===== src/sv/deq_pkg.sv =====
`timescale 1ns / 1ps
`default_nettype none

package deq_pkg;

    // Action carried in tuser of each input beat.
    typedef enum logic [2:0] {
        ACT_PUSH_FRONT = 3'd0,
        ACT_PUSH_REAR  = 3'd1,
        ACT_POP_FRONT  = 3'd2,
        ACT_POP_REAR   = 3'd3,
        ACT_LIST_FWD   = 3'd4,
        ACT_LIST_BWD   = 3'd5
    } action_t;

    typedef enum logic [1:0] {
        STAT_OK    = 2'd0,
        STAT_FULL  = 2'd1,
        STAT_EMPTY = 2'd2
    } status_t;

    typedef enum logic [1:0] {
        ST_IDLE,
        ST_EXEC,
        ST_LIST
    } state_t;

    localparam int unsigned ACTION_W = 3;
    localparam int unsigned VALUE_W  = 32;
    localparam int unsigned STATUS_W = 2;
    localparam int unsigned OCC_W    = 4;

endpackage

`default_nettype wire


===== src/sv/double_ended_queue_core.sv =====
// A result beat is loaded into the output register from the execute state once that
// register is free. No new input is taken until the last beat of an action is loaded; a
// listing emits one beat per cycle from the single RAM read port while the output is free.
// The input may be accepted while the previous result beat still waits on the output.
// Reset clears the front and rear pointers, the entry count and the sequencer; the slot
// RAM is not cleared, since data read from an unoccupied slot never reaches the output.
`timescale 1ns / 1ps
`default_nettype none

module double_ended_queue_core #(
    parameter int DEPTH      = 8,
    parameter int DATA_WIDTH = 32
) (
    input  wire logic        clk,
    input  wire logic        rst_n,
    input  wire logic        s_tvalid,
    output logic             s_tready,
    input  wire logic [31:0] s_tdata,   // value_in[31:0]
    input  wire logic [2:0]  s_tuser,   // action[2:0]
    output logic             m_tvalid,
    input  wire logic        m_tready,
    output logic      [39:0] m_tdata,   // value_out[31:0], occupancy[35:32],
                                        // is_full[36], is_empty[37], zero fill[39:38]
    output logic      [1:0]  m_tuser,   // status[1:0]
    output logic             m_tlast
);

    localparam int PTR_W = $clog2(DEPTH);
    localparam int CNT_W = $clog2(DEPTH + 1);
    localparam int OUT_W = (DATA_WIDTH < 32) ? DATA_WIDTH : 32;
    localparam logic [PTR_W-1:0] PTR_TOP = PTR_W'(DEPTH - 1);
    localparam logic [CNT_W-1:0] CNT_FULL = CNT_W'(DEPTH);

    function automatic logic [PTR_W-1:0] wrap_inc(input logic [PTR_W-1:0] p);
        return (p == PTR_TOP) ? '0 : p + PTR_W'(1);
    endfunction

    function automatic logic [PTR_W-1:0] wrap_dec(input logic [PTR_W-1:0] p);
        return (p == '0) ? PTR_TOP : p - PTR_W'(1);
    endfunction

    deq_pkg::state_t  state_reg, state_next;
    deq_pkg::action_t action_reg;
    logic [31:0]      value_reg;
    logic [PTR_W-1:0] head_reg, head_next;
    logic [PTR_W-1:0] tail_reg, tail_next;
    logic [CNT_W-1:0] count_reg, count_next;
    logic [PTR_W-1:0] ptr_reg, ptr_next;
    logic [CNT_W-1:0] remain_reg, remain_next;

    logic                  m_tvalid_reg, m_tvalid_next;
    logic [31:0]           out_val_reg;
    deq_pkg::status_t      out_status_reg;
    logic                  out_last_reg;
    logic [3:0]            out_occ_reg;
    logic                  out_full_reg;
    logic                  out_empty_reg;

    logic                  ram_wr_en;
    logic [PTR_W-1:0]      ram_wr_addr;
    logic [DATA_WIDTH-1:0] ram_wr_data;
    logic                  ram_rd_en;
    logic [PTR_W-1:0]      ram_rd_addr;
    logic [DATA_WIDTH-1:0] ram_rd_data;

    logic                  in_accept;
    logic                  out_free;
    logic                  load_out;
    logic [DATA_WIDTH-1:0] ld_val;
    deq_pkg::status_t      ld_status;
    logic                  ld_last;
    logic [PTR_W-1:0]      list_ptr;
    deq_pkg::action_t      in_action;

    assign in_action   = deq_pkg::action_t'(s_tuser);
    assign in_accept   = s_tvalid && s_tready;
    assign out_free    = !m_tvalid_reg || m_tready;
    assign ram_wr_data = DATA_WIDTH'(value_reg[OUT_W-1:0]);

    deq_ram #(
        .WIDTH (DATA_WIDTH),
        .DEPTH (DEPTH)
    ) u_slots (
        .clk     (clk),
        .wr_en   (ram_wr_en),
        .wr_addr (ram_wr_addr),
        .wr_data (ram_wr_data),
        .rd_en   (ram_rd_en),
        .rd_addr (ram_rd_addr),
        .rd_data (ram_rd_data)
    );

    always_ff @(posedge clk or negedge rst_n)
    begin
        if (!rst_n)
        begin
            state_reg    <= deq_pkg::ST_IDLE;
            head_reg     <= '0;
            tail_reg     <= '0;
            count_reg    <= '0;
            ptr_reg      <= '0;
            remain_reg   <= '0;
            m_tvalid_reg <= 1'b0;
        end
        else
        begin
            state_reg    <= state_next;
            head_reg     <= head_next;
            tail_reg     <= tail_next;
            count_reg    <= count_next;
            ptr_reg      <= ptr_next;
            remain_reg   <= remain_next;
            m_tvalid_reg <= m_tvalid_next;
        end
    end

    always_ff @(posedge clk)
    begin
        if (in_accept)
        begin
            action_reg <= in_action;
            value_reg  <= s_tdata;
        end
        if (load_out)
        begin
            out_val_reg    <= 32'(ld_val[OUT_W-1:0]);
            out_status_reg <= ld_status;
            out_last_reg   <= ld_last;
            out_occ_reg    <= 4'(count_next);
            out_full_reg   <= (count_next == CNT_FULL);
            out_empty_reg  <= (count_next == '0);
        end
    end

    always_comb
    begin
        state_next    = state_reg;
        head_next     = head_reg;
        tail_next     = tail_reg;
        count_next    = count_reg;
        ptr_next      = ptr_reg;
        remain_next   = remain_reg;
        ram_wr_en     = 1'b0;
        ram_wr_addr   = head_reg;
        ram_rd_en     = 1'b0;
        ram_rd_addr   = head_reg;
        load_out      = 1'b0;
        ld_val        = '0;
        ld_status     = deq_pkg::STAT_OK;
        ld_last       = 1'b1;
        list_ptr      = ptr_reg;
        s_tready      = (state_reg == deq_pkg::ST_IDLE);

        unique case (state_reg)
            deq_pkg::ST_IDLE:
            begin
                if (s_tvalid)
                begin
                    unique case (in_action)
                        deq_pkg::ACT_PUSH_FRONT, deq_pkg::ACT_PUSH_REAR,
                        deq_pkg::ACT_POP_REAR, deq_pkg::ACT_LIST_BWD:
                        begin
                            ram_rd_en   = 1'b1;
                            ram_rd_addr = tail_reg;
                            state_next  = deq_pkg::ST_EXEC;
                        end
                        deq_pkg::ACT_POP_FRONT, deq_pkg::ACT_LIST_FWD:
                        begin
                            ram_rd_en   = 1'b1;
                            ram_rd_addr = head_reg;
                            state_next  = deq_pkg::ST_EXEC;
                        end
                        default:
                        begin
                            // Undefined actions are dropped without a result.
                            state_next = deq_pkg::ST_IDLE;
                        end
                    endcase
                end
            end

            deq_pkg::ST_EXEC:
            begin
                if (out_free)
                begin
                    load_out   = 1'b1;
                    state_next = deq_pkg::ST_IDLE;
                    unique case (action_reg)
                        deq_pkg::ACT_PUSH_FRONT, deq_pkg::ACT_PUSH_REAR:
                        begin
                            if (count_reg == CNT_FULL)
                            begin
                                ld_status = deq_pkg::STAT_FULL;
                            end
                            else
                            begin
                                ram_wr_en  = 1'b1;
                                count_next = count_reg + CNT_W'(1);
                                if (count_reg == '0)
                                begin
                                    head_next   = '0;
                                    tail_next   = '0;
                                    ram_wr_addr = '0;
                                end
                                else if (action_reg == deq_pkg::ACT_PUSH_FRONT)
                                begin
                                    head_next   = wrap_dec(head_reg);
                                    ram_wr_addr = wrap_dec(head_reg);
                                end
                                else
                                begin
                                    tail_next   = wrap_inc(tail_reg);
                                    ram_wr_addr = wrap_inc(tail_reg);
                                end
                            end
                        end
                        deq_pkg::ACT_POP_FRONT, deq_pkg::ACT_POP_REAR:
                        begin
                            if (count_reg == '0)
                            begin
                                ld_status = deq_pkg::STAT_EMPTY;
                            end
                            else
                            begin
                                ld_val     = ram_rd_data;
                                count_next = count_reg - CNT_W'(1);
                                if (count_reg == CNT_W'(1))
                                begin
                                    head_next = '0;
                                    tail_next = '0;
                                end
                                else if (action_reg == deq_pkg::ACT_POP_FRONT)
                                begin
                                    head_next = wrap_inc(head_reg);
                                end
                                else
                                begin
                                    tail_next = wrap_dec(tail_reg);
                                end
                            end
                        end
                        deq_pkg::ACT_LIST_FWD, deq_pkg::ACT_LIST_BWD:
                        begin
                            if (count_reg == '0)
                            begin
                                ld_status = deq_pkg::STAT_EMPTY;
                            end
                            else
                            begin
                                // First entry is already read; fetch the next one now.
                                ld_val      = ram_rd_data;
                                ld_last     = (count_reg == CNT_W'(1));
                                list_ptr    = (action_reg == deq_pkg::ACT_LIST_FWD) ?
                                              wrap_inc(head_reg) : wrap_dec(tail_reg);
                                ptr_next    = list_ptr;
                                ram_rd_en   = 1'b1;
                                ram_rd_addr = list_ptr;
                                remain_next = count_reg - CNT_W'(1);
                                if (count_reg != CNT_W'(1))
                                begin
                                    state_next = deq_pkg::ST_LIST;
                                end
                            end
                        end
                        default:
                        begin
                            load_out = 1'b0;
                        end
                    endcase
                end
            end

            deq_pkg::ST_LIST:
            begin
                if (out_free)
                begin
                    load_out    = 1'b1;
                    ld_val      = ram_rd_data;
                    ld_last     = (remain_reg == CNT_W'(1));
                    remain_next = remain_reg - CNT_W'(1);
                    list_ptr    = (action_reg == deq_pkg::ACT_LIST_FWD) ?
                                  wrap_inc(ptr_reg) : wrap_dec(ptr_reg);
                    ptr_next    = list_ptr;
                    ram_rd_en   = 1'b1;
                    ram_rd_addr = list_ptr;
                    if (remain_reg == CNT_W'(1))
                    begin
                        state_next = deq_pkg::ST_IDLE;
                    end
                end
            end

            default:
            begin
                state_next = deq_pkg::ST_IDLE;
            end
        endcase

        if (load_out)
        begin
            m_tvalid_next = 1'b1;
        end
        else if (m_tready)
        begin
            m_tvalid_next = 1'b0;
        end
        else
        begin
            m_tvalid_next = m_tvalid_reg;
        end
    end

    assign m_tvalid = m_tvalid_reg;
    assign m_tdata  = {2'b00, out_empty_reg, out_full_reg, out_occ_reg, out_val_reg};
    assign m_tuser  = out_status_reg;
    assign m_tlast  = out_last_reg;

    a_count_bound: assert property (@(posedge clk) disable iff (!rst_n)
        count_reg <= CNT_FULL)
        else $error("entry count exceeds the store depth");

    a_empty_ptrs: assert property (@(posedge clk) disable iff (!rst_n)
        (count_reg == '0) |-> (head_reg == '0 && tail_reg == '0))
        else $error("pointers not parked at slot zero while empty");

    a_no_overwrite: assert property (@(posedge clk) disable iff (!rst_n)
        load_out |-> out_free)
        else $error("result beat overwritten before it was taken");

    a_list_remain: assert property (@(posedge clk) disable iff (!rst_n)
        (state_reg == deq_pkg::ST_LIST) |-> (remain_reg != '0 && remain_reg < CNT_FULL))
        else $error("listing counter out of range");

    a_write_idle: assert property (@(posedge clk) disable iff (!rst_n)
        ram_wr_en |=> (state_reg == deq_pkg::ST_IDLE && count_reg != '0))
        else $error("slot write outside a completed push");

endmodule

`default_nettype wire


===== src/sv/deq_ram.sv =====
`timescale 1ns / 1ps
`default_nettype none

module deq_ram #(
    parameter int WIDTH = 32,
    parameter int DEPTH = 8
) (
    input  wire logic                     clk,
    input  wire logic                     wr_en,
    input  wire logic [$clog2(DEPTH)-1:0] wr_addr,
    input  wire logic [WIDTH-1:0]         wr_data,
    input  wire logic                     rd_en,
    input  wire logic [$clog2(DEPTH)-1:0] rd_addr,
    output logic      [WIDTH-1:0]         rd_data
);

    logic [WIDTH-1:0] mem [DEPTH];

    always_ff @(posedge clk)
    begin
        if (wr_en)
        begin
            mem[wr_addr] <= wr_data;
        end
        if (rd_en)
        begin
            rd_data <= mem[rd_addr];
        end
    end

endmodule

`default_nettype wire


===== config.mk =====
export PLATFORM = sky130hd
export DESIGN_NAME = double_ended_queue_core
export DESIGN_NICKNAME = d
export VERILOG_FILES = /design/src/sv/deq_pkg.sv /design/src/sv/double_ended_queue_core.sv /design/src/sv/deq_ram.sv
export SDC_FILE = /design/constraint.sdc
export NUM_CORES = 1
export LEC_CHECK = 0
export ABC_AREA = 1
export BUFFER_PORTS_ARGS = -buffer_cell sky130_fd_sc_hd__buf_4
export CAP_MARGIN = 5
export CORE_ASPECT_RATIO = 1.1
export CORE_MARGIN = 3
export CORE_UTILIZATION = 59
export CTS_CLUSTER_DIAMETER = 200
export DETAILED_ROUTE_END_ITERATION = 10
export PLACE_DENSITY = 0.84
export SLEW_MARGIN = 10
export SYNTH_ARGS = -nofsm -noshare
export SYNTH_HDL_FRONTEND = slang
export SYNTH_HIERARCHICAL = 1
export SYNTH_SLANG_ARGS = --single-unit

===== constraint.sdc =====
create_clock -name clk -period 3.81 [get_ports clk]
set_input_delay 0.1905 -clock clk [delete_from_list [all_inputs] [get_ports clk]]
set_output_delay 0.1905 -clock clk [all_outputs]
set_load 0.01 [all_outputs]

==> impl_results.md <==
- Status: finished, final reports clean
- Pre-CTS setup slack: 0.819 ns
- Post-Synth Adder-Cell Area: 1.55%
- First-pass GRT wire length: 57900 um
- Die area: 30800 um^2
- Post-synth cell types: 28
- Placer Congestion: 0.895
- Crit start category: register
- Hold Crit Class: primary input to async pin
- Worst Setup Path Type: register to register
- Post-route antenna net violation count: 0
- RSZ-0062 raised after global routing: false
- Commonest non-fill, non-tap cell in the layout: nand2_1
- Crit. End Element: register
- Pint: 9.74 mW
- Initial antenna violation count: 0
- Yosys warns: 6
- Dpl cell area: 18000 um^2
- Row count: 64
- Vias in the first global route: 11600
- GRT Resource Usage Total: 23.9%
- Most flops, register: u_slots/mem
- Post-synthesis sequential area ratio: 67.5%
- Crit path time final: 3.09 ns
- Comb power frac: 37.5%
- Final Routed Wirelength: 36600 um
- GRT Residual Overflow: 0
- Max reg flops: 256
- Synth Register Bits: 384
- Hold buffer count at CTS: 36
- Drt wl/cell: 16.9 um
- Max Root-Sink Buffers: 3
- Ys flop type: edfxtp_1
- Reg2Reg Depth: 15
- Seq pwr share: 37.9%
- Post-Synth Simple-Gate Area: 19.4%
- Worst Skew: 0.00990 ns
- Core Region: 28000 um^2
- Cell area after layout: 19700 um^2
- Power density over the cells: 804 nW/um^2
- Leak Pwr: 8.87 nW
- Worst skew pair latency: 0.53 ns
- Combinational family with the most area after synthesis: simple AND/OR/NAND/NOR gates
- Slew Viols, Final: 0
- Largest net degree at the start of global routing: 110
- Fmax: 324 MHz
- Ant diodes: 0
- TritonRoute pass-1 iters: 7
- XOR/XNOR share of the synthesized area: 0.0517%
- Worst-path clk slew: 0.06 ns
- FF-to-FF Start: count_reg[0]
- Slew HR: 36.9%
- Synth Area in Compound Gates: 1.56%
- R2R Setup Slk: 0.72 ns
- Area delta synth->final: 16.1%
- Clock root cell: clkbuf_16
- Buffers added on ports: 81
- Tcrit/Tclk final: 81.0%
- RR Endpoint: u_slots/rd_data[20]
- Chip width: 168 um
- DRT iter0 DRCs: 1073
- Initial core utilization: 60.5%
- Via Count: 11500
- Post-synth EDFFs: 364
- CTS Buf Count: 39
- Tightest Pin Transition: 0.941 ns
- Final worst slack: 0.722 ns
- CP required: 4.10 ns
- # setup viols final: 0
- CTS tree: done
- Psw: 6.06 mW
- Final setup TNS: 0 ns
- H-Tree Depth: 2
- Clk sink count: 384
- Vias per inst: 5.30
- Setup bufs post-CTS: 0
- Max-cap violations: 0
- Final nets: 1833
- Post_cts resized: 0
- Ports: 84
- DP HPWL: 21200 um
- Switching share of power: 38.4%
- Worst Path Max Fanout: 109
- Clk pwr share: 24.6%
- Crit path DAT: 3.38 ns
- Fraction of synthesized area in multiplexers: 0%
- Synth Cell Area: 16900 um^2
- Die Ht: 184 um
- # DRC: 0
- Mapped Cells: 1645
- Most frequent cells in the layout: nand2_1 (543), edfxtp_1 (364), inv_1 (339), nand3_1 (163), buf_4 (103)
- Peak supply drop: 503 uV
- Mean post-synth cell area: 10.3 um^2
- Layout cells sized above 1: 12.5%
- Async set or reset register ratio after synthesis: 5.21%
- Final hold viol count: 0
## layer usage
| metal | wire, um | GRT usage [%] | part of all wire, % |
|---|---|---|---|
| met5 | 0 | 0 | 0 |
| met2 | 18600 | 42.9 | 51 |
| met4 | 1490 | 10.8 | 4.1 |
| met3 | 2930 | 3.74 | 8.0 |
| met1 | 13500 | 28.8 | 37 |
## per-stage QoR
step                total power, mW  hold WS, ns  instances  util [%]
CTS                            15.8       0.0923       2166      70.2
finish                         15.8       0.0921       2166      70.2
global placement               11.6       0.0977       2059      64.2
floorplan                      10.3       -0.105       1646         -
global route                   16.8        0.113       2166      70.2
detailed placement             11.8        0.101       2059      64.2
## cell usage after synthesis, types with 7 or more instances
| cell type | count | area [um^2] |
|---|---|---|
| nor2_2 | 31 | 194 |
| a21oi_1 | 12 | 60.1 |
| clkbuf_1 | 7 | 26.3 |
| nand2_1 | 543 | 2040 |
| nor2_1 | 33 | 124 |
| buf_6 | 14 | 158 |
| o21ai_0 | 27 | 135 |
| dfrtp_1 | 20 | 500 |
| buf_2 | 23 | 115 |
| buf_4 | 9 | 67.6 |
| inv_1 | 340 | 1280 |
| nand3_1 | 165 | 826 |
| edfxtp_1 | 364 | 10900 |
| ha_1 | 21 | 263 |
## cell type report
class | count | area (um^2)
sequential | 384 | 11400
fill | 1826 | 8360
multi-input combinational | 859 | 3930
inverter | 345 | 1300
timing repair buffer | 144 | 1230
clock buffer | 49 | 1070
tap | 363 | 454
clock inverter | 22 | 250
## worst max path at each step
stage                 startpoint             endpoint  slack (ns)  depth (start not counted)
global placement    count_reg[0]   u_slots/rd_data[4]        0.90                         15
global route        count_reg[0]   u_slots/rd_data[5]        0.46                         15
finish              count_reg[0]  u_slots/rd_data[20]        0.72                         15
CTS                 count_reg[0]  u_slots/rd_data[23]        0.79                         15
detailed placement  count_reg[0]   u_slots/rd_data[5]        0.82                         15
floorplan           state_reg[0]              m_tlast        0.44                          8
## worst max-delay path: stages (launching register included)
cell     delay, ns
dfrtp_1       0.48
inv_1         0.13
ha_1          0.29
nand2_2       0.18
nand2_2       0.09
nor2_1        0.18
nand2_1       0.07
nand2_1       0.06
nand2_1       0.09
nand3_4       0.27
buf_12        0.45
nand2_1       0.10
nand3_1       0.13
nand2_1       0.10
nand2_1       0.09
nand2_1       0.07
## power groups by stage
| stage | combinational [mW] | sequential (mW) | clock [mW] |
|---|---|---|---|
| global placement | 5.53 | 6.05 | 0 |
| detailed placement | 5.75 | 6.07 | 0 |
| global route | 6.58 | 6.05 | 4.14 |
| floorplan | 4.30 | 5.99 | 0 |
| finish | 5.93 | 5.99 | 3.88 |
| CTS | 5.87 | 5.98 | 3.94 |
## kinds of logic (layout without fill, tap and decap cells)
kind of cell	Yosys count	count (layout)
buffers and inverters	403	560
other	1	2
flip-flops	384	384
AO/OA/AOI/OAI	49	49
AND/OR/NAND/NOR	786	786
XOR/XNOR	1	1
adder cells (fa/ha/maj)	21	21
No activity file was read; power rests on OpenSTA's default activity.
